**config.mk**
```make
export PLATFORM = sky130hd
export DESIGN_NAME = bgu_ctrl
export DESIGN_NICKNAME = d
export VERILOG_FILES = /design/src/rtl/bgu_pkg.sv /design/src/rtl/bgu_ctrl.sv
export SDC_FILE = /design/constraint.sdc
export NUM_CORES = 1
export LEC_CHECK = 0
export ABC_AREA = 0
export BUFFER_PORTS_ARGS = -buffer_cell sky130_fd_sc_hd__buf_2
export CAP_MARGIN = 20
export CORE_MARGIN = 4
export CORE_UTILIZATION = 40
export CTS_BUF_LIST = sky130_fd_sc_hd__clkbuf_8
export CTS_CLUSTER_DIAMETER = 30
export DETAILED_ROUTE_END_ITERATION = 12
export HOLD_SLACK_MARGIN = 0.08
export PLACE_DENSITY_LB_ADDON = 0.08
export SLEW_MARGIN = 20
export SYNTH_ARGS = -nofsm -noshare
export SYNTH_HDL_FRONTEND = slang
export SYNTH_SLANG_ARGS = --single-unit
```
**constraint.sdc**
```tcl
create_clock -name clock -period 2.6 [get_ports clock]
set_input_delay 0.52 -clock clock [delete_from_list [all_inputs] [get_ports clock]]
set_output_delay 0.52 -clock clock [all_outputs]
set_load 0.02 [all_outputs]
```
**src/rtl/bgu_pkg.sv**
```systemverilog
// ----------------------------------------------------------------------------
// bgu_pkg
// Shared constants, types and the reciprocal table of the grid upscaler.
// ----------------------------------------------------------------------------
package bgu_pkg;

   localparam int SRC_WIDTH   = 32;
   localparam int SRC_HEIGHT  = 24;
   localparam int SAMPLE_BITS = 16;

   localparam int COL_W     = $clog2(SRC_WIDTH);
   localparam int ROW_W     = $clog2(SRC_HEIGHT);
   localparam int SPACING_W = 3;
   localparam int D_W       = SPACING_W + 1;
   localparam int IDX_W     = 8;
   localparam int NUM_W     = SAMPLE_BITS + 5;
   localparam int RECIP_K   = SAMPLE_BITS + 8;
   localparam int RECIP_W   = RECIP_K + 1;
   localparam int PROD_W    = NUM_W + RECIP_W;

   localparam logic [SPACING_W-1:0] SPACING_RESET = 3'd5;

   localparam longint ONE_K = longint'(1) << RECIP_K;

   typedef enum logic {
      ST_IDLE,
      ST_ISSUE
   } state_type;

   typedef struct packed {
      logic           accept;
      logic           issue;
      logic [D_W-1:0] ky;
      logic [D_W-1:0] kx;
      logic           last;
   } cmd_type;

   typedef struct packed {
      logic           adv;
      logic [D_W-1:0] d_cfg;
      logic           row_zero;
      logic           col_zero;
   } status_type;

   // ceil(2^K / d) for d = 1 .. 8
   function automatic logic [RECIP_W-1:0] recip(input logic [D_W-1:0] d);
      logic [RECIP_W-1:0] r;
      case (d)
         4'd1:    r = RECIP_W'(ONE_K);
         4'd2:    r = RECIP_W'(ONE_K / 2);
         4'd3:    r = RECIP_W'((ONE_K + 2) / 3);
         4'd4:    r = RECIP_W'(ONE_K / 4);
         4'd5:    r = RECIP_W'((ONE_K + 4) / 5);
         4'd6:    r = RECIP_W'((ONE_K + 5) / 6);
         4'd7:    r = RECIP_W'((ONE_K + 6) / 7);
         4'd8:    r = RECIP_W'(ONE_K / 8);
         default: r = RECIP_W'(ONE_K);
      endcase
      return r;
   endfunction

endpackage

```
**src/rtl/bgu_ctrl.sv**
```systemverilog
// ----------------------------------------------------------------------------
// bgu_ctrl
// Request sequencer: accepts a request and steps through its tile points.
// ----------------------------------------------------------------------------
module bgu_ctrl (
   input  logic                 clock,
   input  logic                 reset,
   input  logic                 req_valid,
   output logic                 req_ready,
   input  bgu_pkg::status_type  sts,
   output bgu_pkg::cmd_type     cmd
);

   bgu_pkg::state_type          state_ff, state_in;
   logic [bgu_pkg::D_W-1:0]     ky_ff, ky_in;
   logic [bgu_pkg::D_W-1:0]     kx_ff, kx_in;
   logic [bgu_pkg::D_W-1:0]     kx0_ff, kx0_in;
   logic [bgu_pkg::D_W-1:0]     d_ff, d_in;
   logic                        last;

   assign last = (ky_ff == d_ff) && (kx_ff == d_ff);

   always_comb begin
      state_in = state_ff;
      case (state_ff)
         bgu_pkg::ST_IDLE: begin
            if (req_valid) begin
               state_in = bgu_pkg::ST_ISSUE;
            end
         end
         bgu_pkg::ST_ISSUE: begin
            if (sts.adv && last) begin
               state_in = bgu_pkg::ST_IDLE;
            end
         end
         default: state_in = bgu_pkg::ST_IDLE;
      endcase
   end

   always_comb begin
      req_ready  = 1'b0;
      cmd.accept = 1'b0;
      cmd.issue  = 1'b0;
      case (state_ff)
         bgu_pkg::ST_IDLE: begin
            req_ready  = 1'b1;
            cmd.accept = req_valid;
         end
         bgu_pkg::ST_ISSUE: begin
            cmd.issue = sts.adv;
         end
         default: ;
      endcase
      cmd.ky   = ky_ff;
      cmd.kx   = kx_ff;
      cmd.last = last;
   end

   always_comb begin
      ky_in  = ky_ff;
      kx_in  = kx_ff;
      kx0_in = kx0_ff;
      d_in   = d_ff;
      if (cmd.accept) begin
         d_in   = sts.d_cfg;
         ky_in  = sts.row_zero ? sts.d_cfg : bgu_pkg::D_W'(1);
         kx0_in = sts.col_zero ? sts.d_cfg : bgu_pkg::D_W'(1);
         kx_in  = kx0_in;
      end else if (cmd.issue) begin
         if (kx_ff == d_ff) begin
            kx_in = kx0_ff;
            ky_in = ky_ff + bgu_pkg::D_W'(1);
         end else begin
            kx_in = kx_ff + bgu_pkg::D_W'(1);
         end
      end
   end

   always_ff @(posedge clock) begin
      if (reset) begin
         state_ff <= bgu_pkg::ST_IDLE;
      end else begin
         state_ff <= state_in;
      end
   end

   always_ff @(posedge clock) begin
      ky_ff  <= ky_in;
      kx_ff  <= kx_in;
      kx0_ff <= kx0_in;
      d_ff   <= d_in;
   end

endmodule

```
# After elaboration in Yosys (flattened, before gate mapping)
# Index checks and enable logic that the tools add are counted.
word_totals:
  register_bits: 17
  output_inout_bits: 12
classes:
  n_addsub: 2
  eq_ne: 2
  muxes: 14
  bitwise_logic: 1
  reduce_logical: 5
ops:
  columns: ["operator", "count"]
  rows:
  - ["4-bit two-way mux", 8]
  - ["4-bit by 1-bit adder with 4-bit output, second input constant", 2]
  - ["4-bit equality test", 2]
  - ["1-bit two-way mux", 5]
  - ["2-bit nonzero test", 2]
  - ["1-bit logical AND", 2]
  - ["1-bit one-hot mux with 2 select lines", 1]
  - ["2-bit AND reduction", 1]
  - ["1-bit inverter", 1]

# Logic depth before layout (Yosys ltp)
# Gate-level depths: netlist of the first run.
depth:
  depth_word: 5
  ltp_mapped: 6
  ltp_nobuf: 5

# Worst setup path after synthesis of the first run
# No wires, ideal clock.
synth_path:
  kind: "flip-flop to output port"
  start: "register kx_ff[2] (netlist name)"
  end: "output port cmd[0] (netlist name)"
  arrival_ns: 1.182
  required_ns: 2.080
  slack_ns: 0.898
  stages_incl_launch_ff: 5
  path_buffers: 1
  cell_sequence: "edfxtp_1 > xnor2_2 > nand4_4 > nor2_1 > buf_4"
synth_between:
  elab_chain_len: 2
synth_lines:
  columns: ["element", "line", "text"]
  rows:
  - ["start: declaration", "bgu_ctrl.sv:16", "logic [bgu_pkg::D_W-1:0] kx_ff, kx_in;"]
  - ["start signal: assignment", "bgu_ctrl.sv:89", "kx_ff <= kx_in;"]
  - ["4-bit equality test", "bgu_ctrl.sv:21", "assign last = (ky_ff == d_ff) && (kx_ff == d_ff);"]
  - ["1-bit logical AND", "bgu_ctrl.sv:21", null]
  - ["end: declaration", "bgu_ctrl.sv:11", "output bgu_pkg::cmd_type cmd"]
# No other way between the ends.

==> impl_metrics.toml, run 1 <==
[finish]
synthToLayoutAreaGrowth_pct = 19.83
nets = 110
drive_gt1_frac = 0.3196
n_fill_cell = 203
antennaDiodeCount = 0

[sta]
post-route-period-util = 0.7541
hold_violations = 0
rsz0062_at_grt = "no"
period_minus_slack_ns = 1.961
slew_violations = 0
finalClockSkew_ns = 0.001597
fin_tns_setup_ns = 0
fmax_mhz = 510.0
worst_slew_pin_slew_ns = 0.5367
setup_violations = 0
slew_headroom = 0.6384

[critical_path]
slowest_stage = "edfxtp_1"
path_cells = "xnor2_2 -> nand4_4 -> nor2_1 -> buf_2"
critPathKind = "flop to primary output"
critPathMaxFanout = 8
cp_slowest_stage_delay_ns = 0.48
ff2ff_path_depth = 3
crit_required_ns = 2.08
end_kind = "primary output"
r2r_start = "kx_ff[0]"
ff2ff_setup_slack_ns = 0.85
critPathArrivalTime_ns = 1.44
critical-path-top-delay-family = "flip-flops"
r2r_end = "ky_ff[2]"
startpoint_type = "flop"
crit_buf_inv = 1

[die]
fp-row-count = 16
io_pins = 22
initial_core_util = 0.4418
die_area_um2 = 3079
chipWidth_um = 55.49
die_y_um = 55.49
coreArea_um2 = 2042

[clock_tree]
cts_resized = 0
hold_buffers = 0
insertion_delay_ns = 0.25
postCtsSetupRepairBufs = 0
cts_tree = "done"
htreeDepth = 1
clock_path_buffers = 2
numCtsBuffers = 3
cts.clk_slew.worst_paths_ns = 0.07
cts_sinks = 17
cts_root_buffer = "clkbuf_8"

[placed_design]
port_buffers = 21
gp_congestion = 0.7262
hpwl_mm = 1.384

[synthesis]
syn_inst = 73
synthesis.area_um2 = 902.1
syn_avg_cell_area_um2 = 12.36
synthesis.nets = 85
yosysUniqueCellTypes = 24
ys_ff_latch = 17
yosysWarnings = 0
yosysSeqAreaShare = 0.5548

[outcome]
status = "finished clean"

[power]
p_sw_uw = 202.3
leakage_nw = 0.4539
combPwrFrac = 0.217
p_clk_frac = 0.272
total_power_uw = 708.9
powerDensity_nw_per_um2 = 655.7
ir_drop_mv = 0.3078
internal_power_uw = 506.6
seqPwrFrac = 0.511
swShare = 0.2854

[worst_hold_path]
hp-start = "reset"
whs_path_depth = 2
min_to = "state_ff"
hold_path.class = "input port to flop"

[route]
wl_met1_um = 828
wl_met3_um = 114
drt_iter0_drc = 14
wl_met2_um = 790
drc = 0
top_layer_used = "met4"
ant_nets = 0
vias = 601
totalWireLength_mm = 1.748
routedWlPerCell_um = 14.10
vias_per_cell = 4.847
dr.pass1.iters = 4

[global_route]
grtUsageTotal = 0.1255
grt_pass1_vias = 619
grt_max_degree = 18
antenna_found_initial = 0
grt_pass1_wl_mm = 2.953
overflow = 0

[run]
cap_violations = 0
[cell usage in the layout, fill, tap and decap left out, types with 3 or more instances in the layout]
cell	count
inv_1	4
xnor2_1	6
xnor2_2	4
nor2_1	4
mux2i_1	3
and2_1	3
o21ai_0	3
clkbuf_8	3
buf_2	21
nand3_1	5
edfxtp_1	16
nand2_1	6
nor3_1	3
[worst max-delay path by stage]
stage,to,from,depth (start not counted)
floorplan,cmd[0],kx_ff[2],4
global placement,cmd[0],kx_ff[2],4
detailed placement,ky_ff[1],kx_ff[2],3
CTS,cmd[0],kx_ff[2],4
global route,cmd[0],kx_ff[2],4
finish,cmd[0],kx_ff[0],4
[cell usage after synthesis]
library cell | count | share of area
buf_2 | 1 | 0.0055
nor3_1 | 3 | 0.017
xor2_1 | 2 | 0.019
xnor2_2 | 4 | 0.072
nand2_1 | 6 | 0.025
buf_4 | 1 | 0.0083
a21oi_1 | 2 | 0.011
dfxtp_1 | 1 | 0.022
and2_1 | 3 | 0.021
nand4_4 | 1 | 0.024
o21ai_0 | 3 | 0.017
nand2_2 | 1 | 0.0069
a311oi_1 | 1 | 0.0097
inv_1 | 3 | 0.012
ha_1 | 2 | 0.028
o21ai_1 | 2 | 0.011
xnor2_1 | 6 | 0.058
edfxtp_1 | 16 | 0.53
nand2b_1 | 1 | 0.0069
nand3_1 | 5 | 0.028
nor3b_1 | 1 | 0.0083
nand4_1 | 1 | 0.0069
nor2_1 | 4 | 0.017
mux2i_1 | 3 | 0.033
[registers in the layout, indices dropped and copies added (netlist names)]
signal / flops
kx0_ff: 4
state_ff: 1
d_ff: 4
ky_ff: 4
kx_ff: 4
[metrics by stage]
| step | utilization | hold WS, ns | std cells | worst slack (ns) | area [um2] |
|---|---|---|---|---|---|
| 3_3_place_gp | 0.5074 | 0.4830 | 120 | 0.8801 | 1036 |
| 5_1_grt | 0.5294 | 0.4422 | 124 | 0.5361 | 1081 |
| 6_report | 0.5294 | 0.4344 | 124 | 0.6393 | 1081 |
| 3_5_place_dp | 0.5074 | 0.5007 | 120 | 0.8440 | 1036 |
| 4_1_cts | 0.5294 | 0.4310 | 124 | 0.6295 | 1081 |
| 2_1_floorplan | - | 0.4657 | 73 | 0.8984 | 902.1 |
[final cells by class]
| cell class | instances | area [um2] | area share |
|---|---|---|---|
| sequential | 17 | 500.5 | 0.4630 |
| clock buffer | 3 | 41.29 | 0.03819 |
| clock inverter | 1 | 3.754 | 0.003472 |
| timing repair buffer | 22 | 112.6 | 0.1042 |
| tap | 27 | 33.78 | 0.03125 |
| multi-input combinational | 51 | 377.9 | 0.3495 |
| inverter | 3 | 11.26 | 0.01042 |
[metal layers]
metal  vias to the layer above  global-route usage
met5                         -                   0
met4                         0             0.06250
met3                         2             0.03497
met1                       271              0.1654
li1                        309                   -
met2                        19              0.1875
[cell families after synthesis]
group / after synthesis / synth area share
flops: 17 / 0.5548
buf+inv: 5 / 0.02635
xor+xnor: 12 / 0.1498
fa+ha+maj: 2 / 0.02773
simple gates: 26 / 0.1595
compound gates: 8 / 0.04854
mux: 3 / 0.03329
[worst register-to-register path, stage by stage (launching register included)]
cell and delay, ns:
edfxtp_1 0.48, xnor2_2 0.21, nand4_4 0.19, o21ai_0 0.50
[power groups by stage]
stage	Combinational [mW]	Sequential (mW)	Clock, mW
detailed placement	0.156	0.369	0
global placement	0.156	0.368	0
global route	0.171	0.366	0.210
floorplan	0.0943	0.381	0
CTS	0.156	0.363	0.194
finish	0.154	0.362	0.193
Power figures use the tool's default switching activity.
==> run 2: changes to the inputs <==
--- a/config.mk
+++ b/config.mk
@@ -5,7 +5,7 @@
 export SDC_FILE = /design/constraint.sdc
 export NUM_CORES = 1
 export LEC_CHECK = 0
-export ABC_AREA = 0
+export ABC_AREA = 1
 export BUFFER_PORTS_ARGS = -buffer_cell sky130_fd_sc_hd__buf_2
 export CAP_MARGIN = 20
 export CORE_MARGIN = 4
==> constraint.sdc (replaced) <==
create_clock -name clock -period 1.95 [get_ports clock]
set_input_delay 0.39 -clock clock [delete_from_list [all_inputs] [get_ports clock]]
set_output_delay 0.39 -clock clock [all_outputs]
set_load 0.02 [all_outputs]
==> impl_metrics.toml, run 2 <==
[outcome]
status = "finished clean"

[global_route]
grtUsageTotal = 0.1434
grt_max_degree = 14
grt_pass1_vias = 809
antenna_found_initial = 0
overflow = 0
grt_pass1_wl_mm = 3.781

[placed_design]
gp_congestion = 0.8077
hpwl_mm = 1.899
place_inst = 185
port_buffers = 21

[sta]
period_minus_slack_ns = 1.836
worst_slew_pin_slew_ns = 0.3558
post-route-period-util = 0.9418
hold_violations = 0
rsz0062_at_grt = "no"
finalClockSkew_ns = 0.007152
fin_tns_setup_ns = 0
slew_violations = 0
fmax_mhz = 544.5
slew_headroom = 0.7612
setup_violations = 0

[finish]
synthToLayoutAreaGrowth_pct = 21.94
final_common_cell = "nand2_1"
final_cells = 195
layout_common_cells = "nand2_1 (52), inv_1 (25), buf_2 (20), edfxtp_1 (16), nand3_1 (11)"
antennaDiodeCount = 0
nets = 178
drive_gt1_frac = 0.2848
fin_util = 0.5238

[route]
routedWlPerCell_um = 12.16
dr.pass1.iters = 4
ant_nets = 0
drt_iter0_drc = 37
totalWireLength_mm = 2.371
vias_per_cell = 4.549
drc = 0
vias = 887

[die]
initial_core_util = 0.4296
coreArea_um2 = 2522
io_pins = 22
die_y_um = 60.05
chipWidth_um = 60.05
die_area_um2 = 3605
fp-row-count = 18

[synthesis]
synth_top_family_by_area = "simple AND/OR/NAND/NOR gates"
yosysWarnings = 0
synth_top_area_cell = "edfxtp_1"
ys_ff_latch = 17
synthesis.nets = 146
synthSimpleGateAreaFrac = 0.3464
yosysUniqueCellTypes = 20
synth_area_leaders = "edfxtp_1 (44%), nand2_1 (18%), inv_1 (8.3%)"
yosysSeqAreaShare = 0.4619
synthMuxAreaShare = 0
synth_common_cells = "nand2_1 (53), inv_1 (24), edfxtp_1 (16)"
synthesis.area_um2 = 1084
synth_ff_type = "edfxtp_1"
synth-edff-count = 16
synth_xor_area_frac = 0.03233
synth-compound-area-share = 0.02887
synthAdderAreaFrac = 0.02309
yosysTopAreaCellShare = 0.4434
syn_inst = 134
synthArstFlopShare = 0
syn_avg_cell_area_um2 = 8.086
synth_most_common_cell = "nand2_1"

[power]
p_clk_frac = 0.246
seqPwrFrac = 0.455
internal_power_uw = 710.9
ir_drop_mv = 0.5419
p_sw_uw = 346.3
combPwrFrac = 0.299
powerDensity_nw_per_um2 = 800.1
swShare = 0.3276
leakage_nw = 0.7204

[clock_tree]
cts.clk_slew.worst_paths_ns = 0.07
cts_tree = "done"
htreeDepth = 1
hold_buffers = 0
cts_root_buffer = "clkbuf_8"
clock_path_buffers = 2
numCtsBuffers = 3
cts_sinks = 17
insertion_delay_ns = 0.25

[critical_path]
critPathArrivalTime_ns = 1.45
startpoint_type = "flop"
critPathKind = "flop to primary output"
end_kind = "primary output"
crit_required_ns = 1.56
critPathMaxFanout = 6

[run]
cap_violations = 0

[worst_hold_path]
hold_path.class = "input port to flop"
[run 2: cell count changes in the layout (fill, tap and decap cells not counted), sizes merged, moves of 2 or more]
cell,delta
nand4,-2
o21ai,-3
nand3,+6
buf,+6
nor3,-2
inv,+26
xnor2,-8
nand2,+52
and2,-3
mux2i,-3
[run 2: through the flow]
stage	instance area [um2]	setup slack (ns)	hold WS, ns	power [mW]
floorplan	1084	0.3501	0.4889	0.6957
global placement	1226	0.3177	0.5796	0.7751
detailed placement	1226	0.3189	0.5998	0.7788
CTS	1271	0.04444	0.3484	1.032
global route	1321	0.002899	0.3406	1.122
finish	1321	0.1136	0.3496	1.057
[run 2: area by class of cell]
cell class / count / area, um2
clock inverter: 1 / 3.754
sequential: 17 / 500.5
multi-input combinational: 87 / 469.2
tap: 30 / 37.54
clock buffer: 3 / 41.29
timing repair buffer: 28 / 160.2
inverter: 29 / 108.9
fill: 253 / 1201
[run 2: final timing paths]
check	startpoint	end	slack, ns	cells after the start
worst max register to register	kx_ff[1]	ky_ff[3]	0.37	6
worst min register to register	state_ff	state_ff	0.61	4
worst min-delay path	sts[2]	d_ff[0]	0.35	1
worst max-delay path	kx_ff[1]	cmd[0]	0.11	7
[run 2: logic make-up (layout without fill, tap and decap cells)]
group / Yosys count / count (layout)
AND/OR/NAND/NOR: 76 / 76
buffers and inverters: 30 / 61
flip-flops: 17 / 17
AO/OA/AOI/OAI: 5 / 5
XOR/XNOR: 4 / 4
adder cells (fa/ha/maj): 2 / 2
[run 2: timing repair]
item,in CTS,in global routing
setup endpoints to repair,0,1
buffers inserted,0,6
resized for setup,0,2
[run 2: critical path: stages, from the launching register on]
cell	delay, ns
edfxtp_1	0.42
inv_1	0.08
nand2_1	0.08
nand2_2	0.10
nor2_8	0.16
nand2_4	0.09
nor3_2	0.11
buf_4	0.16
[run 2: power by group through the flow]
stage	clock network [mW]	registers, mW	logic, mW
after detailed placement	0	0.492	0.287
after global routing	0.286	0.485	0.351
after floorplan	0	0.508	0.188
final	0.260	0.481	0.316
after global placement	0	0.490	0.285
after CTS	0.260	0.484	0.288
[run 2: routing by layer]
metal | vias to the layer above | track usage | wire (um)
met2 | 28 | 0.2346 | 1144
met4 | 0 | 0.02848 | 19
met1 | 382 | 0.1900 | 1067
li1 | 473 | - | -
met5 | - | 0 | 0
met3 | 4 | 0.03888 | 140
==> run 3: changes to the inputs <==
--- a/config.mk
+++ b/config.mk
@@ -8,7 +8,7 @@
 export ABC_AREA = 1
 export BUFFER_PORTS_ARGS = -buffer_cell sky130_fd_sc_hd__buf_2
 export CAP_MARGIN = 20
-export CORE_MARGIN = 4
+export CORE_MARGIN = 3
 export CORE_UTILIZATION = 40
 export CTS_BUF_LIST = sky130_fd_sc_hd__clkbuf_8
 export CTS_CLUSTER_DIAMETER = 30
==> impl_metrics.toml, run 3 (same netlist as run 2, synthesis figures left out) <==
[outcome]
status = "finished clean"

[route]
routedWlPerCell_um = 11.90
ant_nets = 0
totalWireLength_mm = 2.308
drt_iter0_drc = 35
dr.pass1.iters = 4
vias = 896
drc = 0
vias_per_cell = 4.619

[power]
ir_drop_mv = 0.4951
p_sw_uw = 346.8
internal_power_uw = 707.1
combPwrFrac = 0.293
p_clk_frac = 0.248
powerDensity_nw_per_um2 = 799.2
seqPwrFrac = 0.458
swShare = 0.3290
leakage_nw = 0.7218

[finish]
n_fill_cell = 259
final_common_cell = "nand2_1"
drive_gt1_frac = 0.2927
layout_common_cells = "nand2_1 (53), inv_1 (22), buf_2 (20), edfxtp_1 (16), nand3_1 (11)"
nets = 177
synthToLayoutAreaGrowth_pct = 21.71
antennaDiodeCount = 0

[critical_path]
slowest_stage = "edfxtp_1"
crit_required_ns = 1.56
startpoint_type = "flop"
path_cells = "nand2_1 -> nand2_2 -> nor2_8 -> nand2_4 -> nor3_4 -> buf_4"
crit_buf_inv = 1
critPathArrivalTime_ns = 1.45
end_kind = "primary output"
critPathKind = "flop to primary output"
critPathMaxFanout = 6
cp_slowest_stage_delay_ns = 0.50
critical-path-top-delay-family = "simple AND/OR/NAND/NOR gates"

[clock_tree]
numCtsBuffers = 3
clock_path_buffers = 2
cts.clk_slew.worst_paths_ns = 0.07
cts_sinks = 17
hold_buffers = 0
insertion_delay_ns = 0.25
htreeDepth = 1
cts_tree = "done"
cts_root_buffer = "clkbuf_8"

[die]
chipWidth_um = 58.05
io_pins = 22
die_y_um = 58.05
initial_core_util = 0.4296
coreArea_um2 = 2522
fp-row-count = 18
die_area_um2 = 3369

[sta]
worst_slack_ns = 0.1084
rsz0062_at_grt = "no"
period_minus_slack_ns = 1.842
worst_slew_pin_slew_ns = 0.3433
slew_headroom = 0.7696
slew_violations = 0
post-route-period-util = 0.9444
setup_violations = 0
fin_tns_setup_ns = 0
fmax_mhz = 543.0
finalClockSkew_ns = 0.005368
hold_violations = 0

[global_route]
overflow = 0
grtUsageTotal = 0.1498
grt_pass1_wl_mm = 3.829
grt_pass1_vias = 862
antenna_found_initial = 0
grt_max_degree = 14

[worst_hold_path]
hold_path.class = "input port to flop"

[placed_design]
port_buffers = 21
pre_cts_ws_ns = 0.2828
hpwl_mm = 1.857
gp_congestion = 0.7772

[run]
cap_violations = 0
run 3: final cells by class:
cell class,instances,area [um2],share of cell area
Sequential cell,17,500.5,0.3795
Inverter,29,108.9,0.08254
Tap cell,30,37.54,0.02846
Clock buffer,3,41.29,0.03131
Timing Repair Buffer,27,152.6,0.1157
Clock inverter,1,5.005,0.003795
Multi-Input combinational cell,87,473.0,0.3586
run 3: per-layer routing:
metal,GRT usage,up-vias,part of all wire
met5,0,-,0
met1,0.1958,398,0.46
met4,0.05960,0,0.016
met3,0.02673,5,0.036
li1,-,474,-
met2,0.2452,19,0.49
run 3: metrics by stage:
| step | std cells | hold WS (ns) | power [mW] | utilization | cell area (um2) |
|---|---|---|---|---|---|
| floorplan | 134 | 0.4889 | 0.6957 | - | 1084 |
| global route | 194 | 0.3305 | 1.122 | 0.5228 | 1319 |
| detailed placement | 185 | 0.5987 | 0.7785 | 0.4861 | 1226 |
| finish | 194 | 0.3381 | 1.054 | 0.5228 | 1319 |
| CTS | 189 | 0.3348 | 1.043 | 0.5045 | 1272 |
| global placement | 185 | 0.5854 | 0.7738 | 0.4861 | 1226 |
run 3: final timing paths:
path         cells past startpoint  startpoint       end  slack, ns
max                              6    kx_ff[0]    cmd[0]       0.11
min reg2reg                      4    state_ff  state_ff       0.61
max reg2reg                      5    kx_ff[0]  ky_ff[3]       0.38
min                              1      sts[2]   d_ff[0]       0.34
run 3: timing repair:
item	CTS	global route
endpoints found under the hold margin	0	0
gates resized for setup	0	4
buffers inserted	0	5
setup endpoints to repair	0	1
run 3: power by group through the flow:
stage               logic, mW  registers [mW]  clock network (mW)
finish                  0.309           0.483               0.262
global route            0.346           0.491               0.285
CTS                     0.288           0.484               0.270
detailed placement      0.286           0.493                   0
global placement        0.284           0.490                   0
floorplan               0.188           0.508                   0
